### src/design/cssbag_pkg.sv
package cssbag_pkg;

   localparam int ADDR_WIDTH_DEFAULT = 24;

   localparam int COUNT_WIDTH  = 8;
   localparam int OFFSET_WIDTH = 24;
   localparam int PITCH_WIDTH  = 16;
   localparam int DIM_WIDTH    = 12;
   localparam int CSR_ADDR_WIDTH = 3;
   localparam int CSR_DATA_WIDTH = 16;

   localparam int REQ_DATA_WIDTH = 2 * COUNT_WIDTH;
   localparam int RSP_DATA_WIDTH = 2 * OFFSET_WIDTH + COUNT_WIDTH;

   localparam logic [PITCH_WIDTH-1:0] DEST_PITCH_RESET   = PITCH_WIDTH'(640);
   localparam logic [DIM_WIDTH-1:0]   IMAGE_WIDTH_RESET  = DIM_WIDTH'(1);
   localparam logic [DIM_WIDTH-1:0]   IMAGE_HEIGHT_RESET = DIM_WIDTH'(1);

   typedef enum logic [CSR_ADDR_WIDTH-1:0] {
      REG_SOURCE_MODE  = 3'd0,
      REG_DEST_X       = 3'd1,
      REG_DEST_Y       = 3'd2,
      REG_DEST_PITCH   = 3'd3,
      REG_SOURCE_PITCH = 3'd4,
      REG_IMAGE_WIDTH  = 3'd5,
      REG_IMAGE_HEIGHT = 3'd6
   } reg_index_type;

endpackage

### src/design/copy_skip_span_blit_address_gen.sv
// An accepted req item passes through the input register and then the result register to its rsp item.
// Throughput: one item per cycle while rsp_tready holds no stall; pointer updates are adds between the two registers.
// The sprite origin product is registered at each csr write, so the first item of an image
// sees it at once.
// Reset (synchronous, active high) empties both stages, clears pointers and row count,
// and restores register defaults.
module copy_skip_span_blit_address_gen #(
   parameter int ADDR_WIDTH = cssbag_pkg::ADDR_WIDTH_DEFAULT
) (
   input  logic                                    clock,
   input  logic                                    reset,
   input  logic                                    req_tvalid,
   output logic                                    req_tready,
   // copy_count [7:0], skip_count [15:8]
   input  logic [cssbag_pkg::REQ_DATA_WIDTH-1:0]   req_tdata,
   output logic                                    rsp_tvalid,
   input  logic                                    rsp_tready,
   // dest_offset [23:0], source_offset [47:24], copy_length [55:48]
   output logic [cssbag_pkg::RSP_DATA_WIDTH-1:0]   rsp_tdata,
   // row_end [0]
   output logic                                    rsp_tuser,
   output logic                                    rsp_tlast,
   input  logic                                    csr_valid,
   output logic                                    csr_ready,
   input  logic [cssbag_pkg::CSR_ADDR_WIDTH-1:0]   csr_addr,
   input  logic [cssbag_pkg::CSR_DATA_WIDTH-1:0]   csr_wdata
);

   localparam int CW = cssbag_pkg::COUNT_WIDTH;
   localparam int OW = cssbag_pkg::OFFSET_WIDTH;
   localparam int PW = cssbag_pkg::PITCH_WIDTH;
   localparam int DW = cssbag_pkg::DIM_WIDTH;

   logic          source_mode_ff, source_mode_in;
   logic [PW-1:0] dest_x_ff, dest_x_in;
   logic [PW-1:0] dest_y_ff, dest_y_in;
   logic [PW-1:0] dest_pitch_ff, dest_pitch_in;
   logic [PW-1:0] source_pitch_ff, source_pitch_in;
   logic [DW-1:0] image_width_ff, image_width_in;
   logic [DW-1:0] image_height_ff, image_height_in;
   logic [ADDR_WIDTH-1:0] origin_ff, origin_in;
   logic [2*PW-1:0] origin_prod;
   logic [2*PW:0]   origin_sum;

   logic [ADDR_WIDTH-1:0] dest_ptr_ff, dest_ptr_in;
   logic [ADDR_WIDTH-1:0] src_ptr_ff, src_ptr_in;
   logic [DW-1:0]         rows_done_ff, rows_done_in;
   logic                  in_progress_ff, in_progress_in;

   logic          s1_valid_ff;
   logic [CW-1:0] s1_copy_ff, s1_skip_ff;
   logic          s1_advance, out_free;

   logic [ADDR_WIDTH-1:0] cur_dest, cur_src;
   logic [DW-1:0]         cur_rows;
   logic [DW-1:0]         height_eff;
   logic [CW:0]           span;
   logic [ADDR_WIDTH-1:0] row_adjust_dest, row_adjust_src;
   logic                  is_row_end, is_done;

   logic [OW-1:0] out_dest_ff, out_src_ff;
   logic [CW-1:0] out_len_ff;
   logic          out_row_end_ff, out_done_ff, out_valid_ff;

   assign csr_ready = 1'b1;

   always_comb begin
      source_mode_in  = source_mode_ff;
      dest_x_in       = dest_x_ff;
      dest_y_in       = dest_y_ff;
      dest_pitch_in   = dest_pitch_ff;
      source_pitch_in = source_pitch_ff;
      image_width_in  = image_width_ff;
      image_height_in = image_height_ff;
      if (csr_valid) begin
         unique case (csr_addr)
            cssbag_pkg::REG_SOURCE_MODE:  source_mode_in  = csr_wdata[0];
            cssbag_pkg::REG_DEST_X:       dest_x_in       = csr_wdata;
            cssbag_pkg::REG_DEST_Y:       dest_y_in       = csr_wdata;
            cssbag_pkg::REG_DEST_PITCH:   dest_pitch_in   = csr_wdata;
            cssbag_pkg::REG_SOURCE_PITCH: source_pitch_in = csr_wdata;
            cssbag_pkg::REG_IMAGE_WIDTH:  image_width_in  = csr_wdata[DW-1:0];
            cssbag_pkg::REG_IMAGE_HEIGHT: image_height_in = csr_wdata[DW-1:0];
            default: ;
         endcase
      end
      origin_prod = dest_y_in * dest_pitch_in;
      origin_sum  = {1'b0, origin_prod} + {{(PW+1){1'b0}}, dest_x_in};
      origin_in   = ADDR_WIDTH'(origin_sum);
   end

   always_ff @(posedge clock) begin
      if (reset) begin
         source_mode_ff  <= 1'b0;
         dest_x_ff       <= '0;
         dest_y_ff       <= '0;
         dest_pitch_ff   <= cssbag_pkg::DEST_PITCH_RESET;
         source_pitch_ff <= '0;
         image_width_ff  <= cssbag_pkg::IMAGE_WIDTH_RESET;
         image_height_ff <= cssbag_pkg::IMAGE_HEIGHT_RESET;
         origin_ff       <= '0;
      end else begin
         source_mode_ff  <= source_mode_in;
         dest_x_ff       <= dest_x_in;
         dest_y_ff       <= dest_y_in;
         dest_pitch_ff   <= dest_pitch_in;
         source_pitch_ff <= source_pitch_in;
         image_width_ff  <= image_width_in;
         image_height_ff <= image_height_in;
         origin_ff       <= origin_in;
      end
   end

   assign out_free   = !out_valid_ff || rsp_tready;
   assign s1_advance = s1_valid_ff && out_free;
   assign req_tready = !s1_valid_ff || out_free;

   always_ff @(posedge clock) begin
      if (reset) begin
         s1_valid_ff <= 1'b0;
      end else if (req_tready) begin
         s1_valid_ff <= req_tvalid;
      end
   end

   always_ff @(posedge clock) begin
      if (req_tready && req_tvalid) begin
         s1_copy_ff <= req_tdata[CW-1:0];
         s1_skip_ff <= req_tdata[2*CW-1:CW];
      end
   end

   always_comb begin
      cur_dest = dest_ptr_ff;
      cur_src  = src_ptr_ff;
      cur_rows = rows_done_ff;
      if (!in_progress_ff) begin
         cur_dest = source_mode_ff ? '0 : origin_ff;
         cur_src  = '0;
         cur_rows = '0;
      end
      height_eff = (image_height_ff == '0) ? DW'(1) : image_height_ff;
      is_row_end = (s1_copy_ff == '0) && (s1_skip_ff == '0);
      span = {1'b0, s1_copy_ff} + {1'b0, s1_skip_ff};
      row_adjust_dest = ADDR_WIDTH'(dest_pitch_ff) - ADDR_WIDTH'(image_width_ff);
      row_adjust_src  = ADDR_WIDTH'(source_pitch_ff) - ADDR_WIDTH'(image_width_ff);

      rows_done_in   = cur_rows;
      in_progress_in = 1'b1;
      is_done        = 1'b0;
      if (is_row_end) begin
         dest_ptr_in  = cur_dest + row_adjust_dest;
         src_ptr_in   = (source_mode_ff && source_pitch_ff != '0) ?
                        cur_src + row_adjust_src : cur_src;
         rows_done_in = cur_rows + DW'(1);
         if (rows_done_in >= height_eff) begin
            is_done        = 1'b1;
            in_progress_in = 1'b0;
         end
      end else begin
         dest_ptr_in = cur_dest + ADDR_WIDTH'(span);
         src_ptr_in  = source_mode_ff ? cur_src + ADDR_WIDTH'(span)
                                      : cur_src + ADDR_WIDTH'(s1_copy_ff);
      end
   end

   always_ff @(posedge clock) begin
      if (reset) begin
         dest_ptr_ff    <= '0;
         src_ptr_ff     <= '0;
         rows_done_ff   <= '0;
         in_progress_ff <= 1'b0;
      end else if (s1_advance) begin
         dest_ptr_ff    <= dest_ptr_in;
         src_ptr_ff     <= src_ptr_in;
         rows_done_ff   <= rows_done_in;
         in_progress_ff <= in_progress_in;
      end
   end

   always_ff @(posedge clock) begin
      if (reset) begin
         out_valid_ff <= 1'b0;
      end else if (out_free) begin
         out_valid_ff <= s1_valid_ff;
      end
   end

   always_ff @(posedge clock) begin
      if (s1_advance) begin
         out_dest_ff    <= OW'(cur_dest);
         out_src_ff     <= OW'(cur_src);
         out_len_ff     <= s1_copy_ff;
         out_row_end_ff <= is_row_end;
         out_done_ff    <= is_done;
      end
   end

   assign rsp_tvalid = out_valid_ff;
   assign rsp_tdata  = {out_len_ff, out_src_ff, out_dest_ff};
   assign rsp_tuser  = out_row_end_ff;
   assign rsp_tlast  = out_done_ff;

endmodule

### config.mk
export PLATFORM = sky130hd
export DESIGN_NAME = copy_skip_span_blit_address_gen
export DESIGN_NICKNAME = d
export VERILOG_FILES = /design/src/design/cssbag_pkg.sv /design/src/design/copy_skip_span_blit_address_gen.sv
export SDC_FILE = /design/constraint.sdc
export NUM_CORES = 1
export LEC_CHECK = 0
export ABC_AREA = 1
export BUFFER_PORTS_ARGS = -buffer_cell sky130_fd_sc_hd__buf_2
export CORE_UTILIZATION = 55
export CTS_CLUSTER_DIAMETER = 60
export DETAILED_ROUTE_END_ITERATION = 8
export GPL_ROUTABILITY_DRIVEN = 0
export PLACE_DENSITY = 0.72
export SYNTH_ARGS = -nofsm -noshare
export SYNTH_HDL_FRONTEND = slang
export SYNTH_SLANG_ARGS = --single-unit
### constraint.sdc
create_clock -name clock -period 8.15 [get_ports clock]
set_input_delay 0 -clock clock [delete_from_list [all_inputs] [get_ports clock]]
set_output_delay 0 -clock clock [all_outputs]
set_load 0.1 [all_outputs]
== After elaboration in Yosys (flattened, before gate mapping) ==
Cells that the tools add are included.

* Bits in registers: 250
* Output and inout bits: 61
* Word-level logic and storage cells: 75

* Multiply operators: 1
* Magnitude comparators: 1
* Eq/ne operators: 6
* Mux-type cells: 19
* Add/subtract/negate cells: 10
* Reductions and logical operators: 17

{| class="wikitable"
|+ Operators with widths
! cell !! count
|-
| 24-bit two-way mux || 7
|-
| 16-bit two-way mux || 6
|-
| 24-bit adder || 2
|-
| 24-bit by 9-bit adder with 24-bit output || 2
|-
| 12-bit two-way mux || 3
|-
| 16-bit by 12-bit subtractor with 17-bit output || 2
|-
| 24-bit by 16-bit adder with 24-bit output || 1
|-
| 24-bit by 8-bit adder with 24-bit output || 1
|-
| 16-bit by 16-bit multiplier with 24-bit output || 1
|-
| 8-bit logical NOT || 2
|-
| 16-bit nonzero test || 1
|-
| 12-bit by 1-bit adder with 12-bit output, second input constant || 1
|-
| 12-bit greater-or-equal comparator || 1
|-
| 12-bit logical NOT || 1
|-
| 8-bit by 8-bit adder with 9-bit output || 1
|-
| 3-bit == test, second input constant || 3
|-
| 2-bit AND reduction || 4
|-
| 3-bit by 2-bit == test with 1-bit output, second input constant || 2
|-
| 1-bit logical AND || 4
|-
| 3-bit by 1-bit == test with 1-bit output, second input constant || 1
|-
| 3-bit logical NOT || 1
|-
| 1-bit two-way mux || 3
|-
| 1-bit logical NOT || 2
|-
| 1-bit logical OR || 2
|}

== Logic depth before layout (Yosys ltp) ==
Gate-level depths: netlist of the first run.

* Depth in word-level cells: 5
* Gate-level depth with buffers: 31
* Mapped depth without buffers: 29

== Worst setup path after synthesis of the first run ==
Ideal clock, no wire load.

* Path kind: input-to-reg
* From: input port csr_addr[2] (netlist name)
* To: register origin_ff[21]
* Stages: 26
* Path buffers: 2
* Setup slack: 2405 ps
* Arrival time: 5620 ps
* Cells stage by stage: inv_1 nand2_1 nor2_2 buf_4 or2_2 o21ai_1 clkbuf_1 nor2_1 fa_1 inv_1 fa_1 fa_1 fa_1 inv_1 fa_1 inv_1 fa_1 inv_1 ha_1 nand2_1 nor4_1 a21oi_1 o21bai_1 a21boi_0 o21ai_0 a21oi_1

* Cells in the longest elaborated chain, start to end: 5
* Elaborated cells between the ends (all ways): 11

{| class="wikitable"
|+ RTL lines
! element !! line !! RTL
|-
| start: declaration || copy_skip_span_blit_address_gen.sv:25 || <nowiki>input logic [cssbag_pkg::CSR_ADDR_WIDTH-1:0] csr_addr,</nowiki>
|-
| 3-bit by 2-bit == test with 1-bit output || copy_skip_span_blit_address_gen.sv:76 || <nowiki>unique case (csr_addr)</nowiki>
|-
| 16-bit two-way mux || copy_skip_span_blit_address_gen.sv:76 ||
|-
| 16-bit two-way mux || copy_skip_span_blit_address_gen.sv:75 || <nowiki>if (csr_valid) begin</nowiki>
|-
| 16-bit by 16-bit multiplier with 24-bit output || copy_skip_span_blit_address_gen.sv:87 || <nowiki>origin_prod = dest_y_in * dest_pitch_in;</nowiki>
|-
| 24-bit by 16-bit adder with 24-bit output (*) || copy_skip_span_blit_address_gen.sv:88 || <nowiki>origin_sum = {1'b0, origin_prod} + {{(PW+1){1'b0}}, dest_x_in};</nowiki>
|-
| end signal: assignment || copy_skip_span_blit_address_gen.sv:110 || <nowiki>origin_ff <= origin_in;</nowiki>
|-
| end: declaration || copy_skip_span_blit_address_gen.sv:41 || <nowiki>logic [ADDR_WIDTH-1:0] origin_ff, origin_in;</nowiki>
|}

Every way passes the cells marked *; elsewhere a longest branch is shown, timed or not.
A chain may end at the register's enable or synchronous reset.

== Worst setup path after layout of the first run ==
* From: input port csr_addr[1] (netlist name)
* To: register origin_ff[21]

Same word-level chain as after synthesis.

==> metrics.json, run 1 <==
{
  "placed_design": {
    "dp_hpwl_mm": 51.2,
    "port_buffers": 99
  },
  "sta": {
    "timing.setup.tns_ps": 0,
    "clock_skew_ps": 29.5,
    "final.hold.worst_slack_ps": 58.4,
    "final_hold_viol_count": 0,
    "slew-limit-headroom_pct": 30.4,
    "rsz0062_at_grt": "no",
    "finalSetupViolCount": 0,
    "fmaxAchievable_mhz": 148,
    "worst_slew_pin_slew_ps": 1040,
    "layout_worst_path_cycle_share_pct": 82.9,
    "final.min_clock_period_ps": 6750,
    "maxSlewViolCount": 0
  },
  "logic_synthesis": {
    "post_synth_main_area_contributors": "sky130_fd_sc_hd__fa_1 17%, sky130_fd_sc_hd__dfxtp_1 16%, sky130_fd_sc_hd__edfxtp_1 9.8%",
    "synth-seq-cells": 250,
    "synth_top_area_cell": "sky130_fd_sc_hd__fa_1",
    "yosys_most_used_dff": "sky130_fd_sc_hd__dfxtp_1",
    "synthCells": 3019,
    "synth.most_common_cell": "sky130_fd_sc_hd__nand2_1",
    "netlist.area_leader.share_pct": 16.8,
    "synth-edff-count": 74,
    "post_synth_instance_area_sq_mm": 0.0227,
    "yosys_warnings": 0,
    "share_of_flip_flops_with_an_asynchronous_set_or_reset_pct": 0,
    "synth.yosys.seq_area_share_pct": 25.4,
    "syn_area_per_cell_sq_um": 7.50,
    "postSynthNetCount": 3420,
    "synth.cells.most_frequent": "579 x sky130_fd_sc_hd__nand2_1, 573 x sky130_fd_sc_hd__inv_1, 286 x sky130_fd_sc_hd__nor2_1",
    "yosysUniqueCellTypes": 58
  },
  "drt": {
    "route.layer.met1.wl_mm": 27.9,
    "wl_met2_mm": 29.1,
    "detail_route.vias_per_cell": 5.69,
    "drt_first_pass_iters": 6,
    "drcViolationCount": 0,
    "vias": 20900,
    "topRoutingLayerUsed": "met4",
    "routed_wl_met3_mm": 6.54,
    "detail_route.iter0.violations": 2142,
    "drt.antenna.violating_nets": 0,
    "route.final.wire_length_mm": 66.5,
    "routedWlPerCell_microns": 18.1
  },
  "die": {
    "dieHeight_microns": 205,
    "std_cell_rows": 73,
    "die-area_sq_mm": 0.0420,
    "core_sq_mm": 0.0402,
    "dieWidth_microns": 205,
    "initial_core_util_pct": 56.4,
    "num_io_pins": 101
  },
  "critical_path": {
    "setup.worst_path.start": "csr_addr[1]",
    "ff2ff_path_depth": 23,
    "endpoint_kind": "register",
    "critPathArrivalTime_ps": 7220,
    "timing.critical_path.to": "origin_ff[21]",
    "crit-reg2reg-launch": "dest_pitch_ff[7]",
    "crit_fanout": 13,
    "critical_path.reg2reg.endpoint": "origin_ff[21]",
    "startpoint_type": "primary input",
    "timing.critical_path.required_ps": 8620,
    "rrSetupSlack_ps": 1740,
    "critical_path_class": "in -> reg"
  },
  "global_routing": {
    "first_global_vias": 20000,
    "grt_remaining_overflow": 0,
    "global_route_wire_length_before_repair_mm": 106,
    "grt_max_degree": 98,
    "globalRouteTotalUtil_pct": 32.2,
    "antenna_violations_before_repair": 0
  },
  "min_path": {
    "timing.hold.worst.start": "csr_addr[0]",
    "worst_hold_path_type": "in -> reg"
  },
  "pwr": {
    "sequential_share_of_power_pct": 35.5,
    "sw_frac_of_total_pct": 34.9,
    "worst_ir_drop_vdd_mv": 0.128,
    "net-switching-power_mw": 1.37,
    "power.share.combinational_pct": 27.6,
    "power_leakage_nw": 12.4,
    "cellPowerDensity_mw_per_mm2": 156,
    "p_int_mw": 2.55,
    "clockPowerShare_pct": 36.9
  },
  "layout": {
    "areaGrowthSynthToFinish_pct": 10.7,
    "inserted_diodes": 0,
    "fillers": 3630,
    "layout.nets": 3527,
    "final_layout_size_suffix_gt1_share_pct": 7.49
  },
  "clock_tree": {
    "cts_post_setup_buffers_inserted": 0,
    "clkLatencyLatePin_ps": 590,
    "clock_tree.root_cell": "sky130_fd_sc_hd__clkbuf_16",
    "clockBufferDepth": 3,
    "tritoncts_clock_tree": "done",
    "cts.reportedPaths.clkPinSlew_ps": 60,
    "clock-sinks": 250,
    "htreeDepth": 1,
    "number_of_buffers_created_by_cts": 31,
    "cts_repair_resizes": 0
  },
  "outcome": {
    "result_of_the_run": "complete, no violations"
  },
  "flow_run": {
    "drv.max_cap_violation_count": 0
  }
}
[stage by stage]
step / worst slack, ps / cell area [sq um] / instances / total power, mW / utilization (%)
after global routing: 920 / 25100 / 3675 / 4.10 / 62.4
after detailed placement: 1440 / 23600 / 3574 / 2.46 / 58.6
after floorplan: 2400 / 22700 / 3019 / 2.19 / -
final: 1400 / 25100 / 3675 / 3.92 / 62.4
after global placement: 1680 / 23600 / 3574 / 2.43 / 58.6
after CTS: 1560 / 25100 / 3675 / 3.92 / 62.4
[cells by family (layout without fill, tap and decap cells)]
family | Yosys count | after routing | share of synthesized area (%)
buffers and inverters | 667 | 798 | 11.3
adder cells (fa/ha/maj) | 361 | 361 | 26.2
AO/OA/AOI/OAI | 573 | 573 | 14.1
flip-flops | 250 | 250 | 25.4
other | 1 | 1 | 0.0166
XOR/XNOR | 67 | 67 | 2.59
AND/OR/NAND/NOR | 1091 | 1091 | 20.0
multiplexers | 9 | 9 | 0.398
[power by group through the flow]
stage                     logic (mW)  registers (mW)  clock network [mW]
after global routing            1.19            1.40                1.51
after detailed placement        1.04            1.42                   0
final                           1.08            1.39                1.45
after global placement          1.01            1.42                   0
after CTS                       1.06            1.39                1.46
after floorplan                0.666            1.52                   0
[placed cells by master (no fill, tap or decap), types with 9 or more instances in the layout]
| master | synthesis | final |
|---|---|---|
| sky130_fd_sc_hd__o21ai_0 | 206 | 206 |
| sky130_fd_sc_hd__buf_4 | 5 | 16 |
| sky130_fd_sc_hd__dlygate4sd3_1 | 0 | 44 |
| sky130_fd_sc_hd__edfxtp_1 | 74 | 74 |
| sky130_fd_sc_hd__nor4_1 | 12 | 12 |
| sky130_fd_sc_hd__or2_2 | 21 | 21 |
| sky130_fd_sc_hd__clkbuf_16 | 0 | 31 |
| sky130_fd_sc_hd__buf_2 | 5 | 99 |
| sky130_fd_sc_hd__a21oi_1 | 250 | 250 |
| sky130_fd_sc_hd__inv_1 | 573 | 571 |
| sky130_fd_sc_hd__fa_1 | 190 | 190 |
| sky130_fd_sc_hd__mux2i_1 | 9 | 9 |
| sky130_fd_sc_hd__xnor2_1 | 17 | 17 |
| sky130_fd_sc_hd__nor2_1 | 286 | 286 |
| sky130_fd_sc_hd__nand2_2 | 15 | 17 |
| sky130_fd_sc_hd__nand3_1 | 114 | 114 |
| sky130_fd_sc_hd__nor3_1 | 20 | 20 |
| sky130_fd_sc_hd__a31oi_1 | 16 | 16 |
| sky130_fd_sc_hd__o21bai_1 | 9 | 9 |
| sky130_fd_sc_hd__nand2_1 | 579 | 577 |
| sky130_fd_sc_hd__o211ai_1 | 19 | 19 |
| sky130_fd_sc_hd__dfxtp_1 | 176 | 175 |
| sky130_fd_sc_hd__xor2_1 | 50 | 50 |
| sky130_fd_sc_hd__ha_1 | 171 | 171 |
| sky130_fd_sc_hd__nand4_1 | 27 | 27 |
[sequential cells by signal (all words and copies together) (netlist names)]
name             count
origin_ff           24
s1_copy_ff           8
rsp_tvalid           1
out_len_ff           8
source_mode_ff       1
dest_pitch_ff       16
dest_ptr_ff         24
in_progress_ff       1
out_dest_ff         24
source_pitch_ff     16
rows_done_ff        12
out_src_ff          24
s1_skip_ff           8
image_width_ff      12
src_ptr_ff          24
s1_valid_ff          1
image_height_ff     12
dest_y_ff           16
rsp_tlast            1
dest_x_ff           16
rsp_tuser            1
[repair_timing]
action,4_1_cts,5_1_grt
hold buffers,44,0
hold endpoints to repair,100,0
endpoints found under the setup margin,0,0
[worst max-delay path, cell delays in order]
cell	delay, ps
sky130_fd_sc_hd__dlygate4sd3_1	520
sky130_fd_sc_hd__buf_2	160
sky130_fd_sc_hd__nand2_2	80
sky130_fd_sc_hd__nor2_2	460
sky130_fd_sc_hd__or2_2	200
sky130_fd_sc_hd__o21ai_0	260
sky130_fd_sc_hd__inv_1	510
sky130_fd_sc_hd__nand2_1	160
sky130_fd_sc_hd__fa_1	560
sky130_fd_sc_hd__inv_1	50
sky130_fd_sc_hd__fa_1	500
sky130_fd_sc_hd__inv_1	60
sky130_fd_sc_hd__fa_1	530
sky130_fd_sc_hd__inv_1	50
sky130_fd_sc_hd__fa_1	460
sky130_fd_sc_hd__fa_1	490
sky130_fd_sc_hd__inv_1	50
sky130_fd_sc_hd__fa_1	470
sky130_fd_sc_hd__inv_1	40
sky130_fd_sc_hd__ha_1	360
sky130_fd_sc_hd__nand2_1	120
sky130_fd_sc_hd__nor4_1	310
sky130_fd_sc_hd__a21oi_1	160
sky130_fd_sc_hd__o21bai_1	260
sky130_fd_sc_hd__a21boi_0	160
sky130_fd_sc_hd__o21ai_0	160
sky130_fd_sc_hd__a21oi_1	60
[area by class of cell]
class / instances / area [sq um] / area share (%)
Inverter: 582 / 2190 / 8.72
Timing Repair Buffer: 159 / 1060 / 4.21
Multi-Input combinational cell: 2102 / 14400 / 57.2
Clock inverter: 18 / 221 / 0.883
Clock buffer: 39 / 856 / 3.41
Tap cell: 525 / 657 / 2.62
Sequential cell: 250 / 5750 / 22.9
[metal layers]
layer	up-vias	global-route usage, %
met3	182	4.36
met5	-	0
met2	1056	50.4
li1	9810	-
met4	0	13.7
met1	9847	44.5
[how the worst min path moves through the flow]
stage	to	depth (start not counted)
finish	image_height_ff[11]	5
global route	image_height_ff[10]	5
CTS	image_height_ff[11]	5
detailed placement	s1_copy_ff[4]	1
global placement	s1_copy_ff[2]	1
floorplan	s1_copy_ff[0]	0
(Power assumes the default switching activity.)
==> run 2, diff against run 1 <==
--- a/config.mk
+++ b/config.mk
@@ -11,7 +11,7 @@
 export CTS_CLUSTER_DIAMETER = 60
 export DETAILED_ROUTE_END_ITERATION = 8
 export GPL_ROUTABILITY_DRIVEN = 0
-export PLACE_DENSITY = 0.72
+export PLACE_DENSITY = 0.75
 export SYNTH_ARGS = -nofsm -noshare
 export SYNTH_HDL_FRONTEND = slang
 export SYNTH_SLANG_ARGS = --single-unit
==> constraint.sdc (replaced) <==
create_clock -name clock -period 5.4 [get_ports clock]
set_input_delay 0 -clock clock [delete_from_list [all_inputs] [get_ports clock]]
set_output_delay 0 -clock clock [all_outputs]
set_load 0.1 [all_outputs]
==> run 2 against run 1 <==
The flow now finishes with violations (setup timing). Clock power rose by 57%. Non-clock buffer count rose by 216. Routed wire length rose by 5.9%. Critical endpoint is now origin_ff[23].
==> metrics.json, run 2 (synthesis results as in run 1) <==
{
  "outcome": {
    "result_of_the_run": {"value": "finished with violations", "change": "was complete, no violations"},
    "violations": "setup timing"
  },
  "clock_tree": {
    "clock-sinks": {"value": 250, "change": "unchanged"},
    "cts.reportedPaths.clkPinSlew": {"value": 60, "unit": "ps", "change": "about the same"},
    "number_of_buffers_created_by_cts": {"value": 31, "change": "unchanged"},
    "tritoncts_clock_tree": {"value": "done", "change": "unchanged"},
    "clockBufferDepth": {"value": 3, "change": "unchanged"},
    "clkLatencyLatePin": {"value": 600, "unit": "ps", "change": "was 590 ps"},
    "clock_tree.root_cell": {"value": "sky130_fd_sc_hd__clkbuf_16", "change": "unchanged"},
    "htreeDepth": {"value": 1, "change": "unchanged"}
  },
  "sta": {
    "slew-limit-headroom": {"value": 36.2, "unit": "%", "change": "was 30.4%"},
    "worst_slew_pin_slew": {"value": 956, "unit": "ps", "change": "was 1040 ps"},
    "final.hold.worst_slack": {"value": 19.7, "unit": "ps", "change": "was 58.4 ps"},
    "rsz0062_at_grt": {"value": "yes", "change": "was no"},
    "finalSetupViolCount": {"value": 8, "change": "was 0"},
    "fmaxAchievable_mhz": 179,
    "clock_skew": {"value": 18.7, "unit": "ps", "change": "was 29.5 ps"},
    "maxSlewViolCount": {"value": 0, "change": "unchanged"},
    "layout_worst_path_cycle_share_pct": 104,
    "final_hold_viol_count": {"value": 0, "change": "unchanged"},
    "timing.setup.tns": {"value": -728, "unit": "ps", "change": "was 0 ps"},
    "finalWorstSetupSlack": {"value": -201, "unit": "ps", "change": "was 1400 ps"},
    "final.min_clock_period_ps": 5600
  },
  "pwr": {
    "worst_ir_drop_vdd": {"value": 0.220, "unit": "mV", "change": "was 0.128 mV"},
    "cellPowerDensity": {"value": 230, "unit": "mW/mm^2", "change": "was 156 mW/mm^2"},
    "power_leakage": {"value": 13.5, "unit": "nW", "change": "was 12.4 nW"}
  },
  "die": {
    "std_cell_rows": {"value": 73, "change": "unchanged"},
    "dieHeight": {"value": 205, "unit": "microns", "change": "unchanged"},
    "die-area": {"value": 0.0420, "unit": "sq mm", "change": "unchanged"},
    "core": {"value": 0.0402, "unit": "sq mm", "change": "unchanged"},
    "num_io_pins": {"value": 101, "change": "unchanged"},
    "dieWidth": {"value": 205, "unit": "microns", "change": "unchanged"},
    "initial_core_util": {"value": 56.4, "unit": "%", "change": "unchanged"}
  },
  "critical_path": {
    "critical-path-max-stage-delay": {"value": 520, "unit": "ps", "change": "was 560 ps"},
    "critPathArrivalTime": {"value": 6070, "unit": "ps", "change": "was 7220 ps"},
    "crit_path_cell_chain": "or2_2 -> o21ai_2 -> buf_6 -> buf_4 -> nor2_1 -> fa_1 -> inv_1 -> fa_1 -> inv_1 -> fa_1 -> fa_1 -> fa_1 -> inv_1 -> fa_1 -> inv_1 -> ha_4 -> nand2_1 -> nor4_4 -> nand2_1 -> nand2_2 -> a31oi_4 -> a21oi_1 -> nor2_1",
    "worst-path-stages": {"value": 23, "change": "was 27"},
    "family_with_the_most_delay_on_the_worst_path": {"value": "adder cells", "change": "unchanged"},
    "worst_path_max_delay_cell": {"value": "sky130_fd_sc_hd__fa_1", "change": "unchanged"},
    "rrSetupSlack": {"value": -200, "unit": "ps", "change": "was 1740 ps"},
    "ff2ff_path_depth": {"value": 23, "change": "unchanged"},
    "worstPathBufferInverterCount": {"value": 6, "change": "was 8"},
    "timing.critical_path.required": {"value": 5870, "unit": "ps", "change": "was 8620 ps"},
    "timing.critical_path.mode_cell": "sky130_fd_sc_hd__fa_1",
    "endpoint_kind": {"value": "register", "change": "unchanged"},
    "startpoint_type": {"value": "register", "change": "was primary input"},
    "crit_fanout": {"value": 5, "change": "was 13"},
    "critical_path_class": {"value": "reg -> reg", "change": "was in -> reg"}
  },
  "global_routing": {
    "first_global_vias": {"value": 21500, "change": "was 20,000"},
    "grt_max_degree": {"value": 87, "change": "was 98"},
    "globalRouteTotalUtil": {"value": 33.7, "unit": "%", "change": "was 32.2%"},
    "antenna_violations_before_repair": {"value": 0, "change": "unchanged"},
    "grt_remaining_overflow": {"value": 0, "change": "unchanged"},
    "global_route_wire_length_before_repair": {"value": 111, "unit": "mm", "change": "was 106 mm"}
  },
  "layout": {
    "mostFrequentLayoutCell": {"value": "sky130_fd_sc_hd__nand2_1", "change": "unchanged"},
    "fillers": {"value": 3260, "change": "was 3,630"},
    "ff_latch_area": {"value": 0.00576, "unit": "sq mm", "change": "was 0.00575 sq mm"},
    "final_layout_size_suffix_gt1_share": {"value": 16.4, "unit": "%", "change": "was 7.49%"},
    "final_core_util": {"value": 68.0, "unit": "%", "change": "was 62.4%"},
    "areaGrowthSynthToFinish": {"value": 20.7, "unit": "%", "change": "was 10.7%"},
    "final_cell_mix": {"value": "568 x sky130_fd_sc_hd__nand2_1, 557 x sky130_fd_sc_hd__inv_1, 276 x sky130_fd_sc_hd__nor2_1", "change": "was 577 x sky130_fd_sc_hd__nand2_1, 571 x sky130_fd_sc_hd__inv_1, 286 x sky130_fd_sc_hd__nor2_1"},
    "area_of_the_multi_input_gates": {"value": 0.0148, "unit": "sq mm", "change": "was 0.0144 sq mm"},
    "layout.nets": {"value": 3743, "change": "was 3,527"},
    "inserted_diodes": {"value": 0, "change": "unchanged"},
    "finalInstanceArea": {"value": 0.0273, "unit": "sq mm", "change": "was 0.0251 sq mm"},
    "post_layout_nonfiller_instances": {"value": 3892, "change": "was 3,675"}
  },
  "flow_run": {
    "drv.max_cap_violation_count": {"value": 0, "change": "unchanged"}
  },
  "drt": {
    "drt.antenna.violating_nets": {"value": 0, "change": "unchanged"},
    "drt_first_pass_iters": {"value": 6, "change": "unchanged"},
    "detail_route.iter0.violations": {"value": 2329, "change": "was 2,142"},
    "detail_route.vias_per_cell": {"value": 5.66, "change": "was 5.69"},
    "route.final.wire_length": {"value": 70.4, "unit": "mm", "change": "was 66.5 mm"},
    "drcViolationCount": {"value": 0, "change": "unchanged"},
    "vias": {"value": 22000, "change": "was 20,900"},
    "routedWlPerCell": {"value": 18.1, "unit": "microns", "change": "about the same"}
  },
  "min_path": {
    "worst_hold_path_type": {"value": "in -> reg", "change": "unchanged"},
    "hold_path_depth": {"value": 4, "change": "was 5"}
  },
  "placed_design": {
    "placement.cell_area": {"value": 0.0251, "unit": "sq mm", "change": "was 0.0236 sq mm"},
    "total_placed_cells_including_tap_cells": {"value": 3768, "change": "was 3,574"},
    "dp_hpwl": {"value": 54.1, "unit": "mm", "change": "was 51.2 mm"},
    "port_buffers": {"value": 99, "change": "unchanged"}
  }
}
run 2: final timing paths:
check                startpoint             endpoint
max reg2reg        dest_y_ff[5]        origin_ff[23]
min               csr_wdata[13]  source_pitch_ff[13]
min reg2reg  source_pitch_ff[7]   source_pitch_ff[7]
max                dest_y_ff[5]        origin_ff[23]
run 2: power breakdown:
part / internal (mW) / leakage (nW) / switching (mW)
sequential: 2.04 / 2.14 / 0.0553
clock: 1.36 / 0.553 / 0.920
combinational: 0.659 / 10.8 / 1.25
total: 4.06 / 13.5 / 2.22
run 2: worst reg2reg max path: cells and delay by family (launching register included):
kind	cells	cell delay, ps
flip-flops	1	300
AND/OR/NAND/NOR	7	1090
adder cells (fa/ha/maj)	7	3240
buffers and inverters	6	530
AO/OA/AOI/OAI	3	330
run 2: final cells by class:
type	count	area share, %
inverter	582	8.01
clock buffer	34	2.99
timing repair buffer	375	10.1
clock inverter	24	1.17
sequential	250	21.1
multi-input combinational	2102	54.3
tap	525	2.40
run 2: metrics by stage:
step | setup WS [ps] | total power, mW
2_1_floorplan | 2.25 | 3.31
3_3_place_gp | -326 | 3.80
3_5_place_dp | -446 | 3.86
4_1_cts | -70.9 | 6.20
5_1_grt | -383 | 6.54
6_report | -201 | 6.28
run 2: routing by layer:
layer	track usage [%]	routed length, microns
met1	43.9	27700
met2	54.6	31700
met3	6.54	7560
met4	14.5	3500
met5	0	0
run 2: repair_timing:
| action | CTS | global route |
|---|---|---|
| endpoints found under the setup margin | 10 | 13 |
| hold buffers | 42 | 0 |
| endpoints found under the hold margin | 75 | 0 |
| gates resized for setup | 50 | 80 |
| buffers inserted | 12 | 12 |
| pin swaps | 22 | 20 |
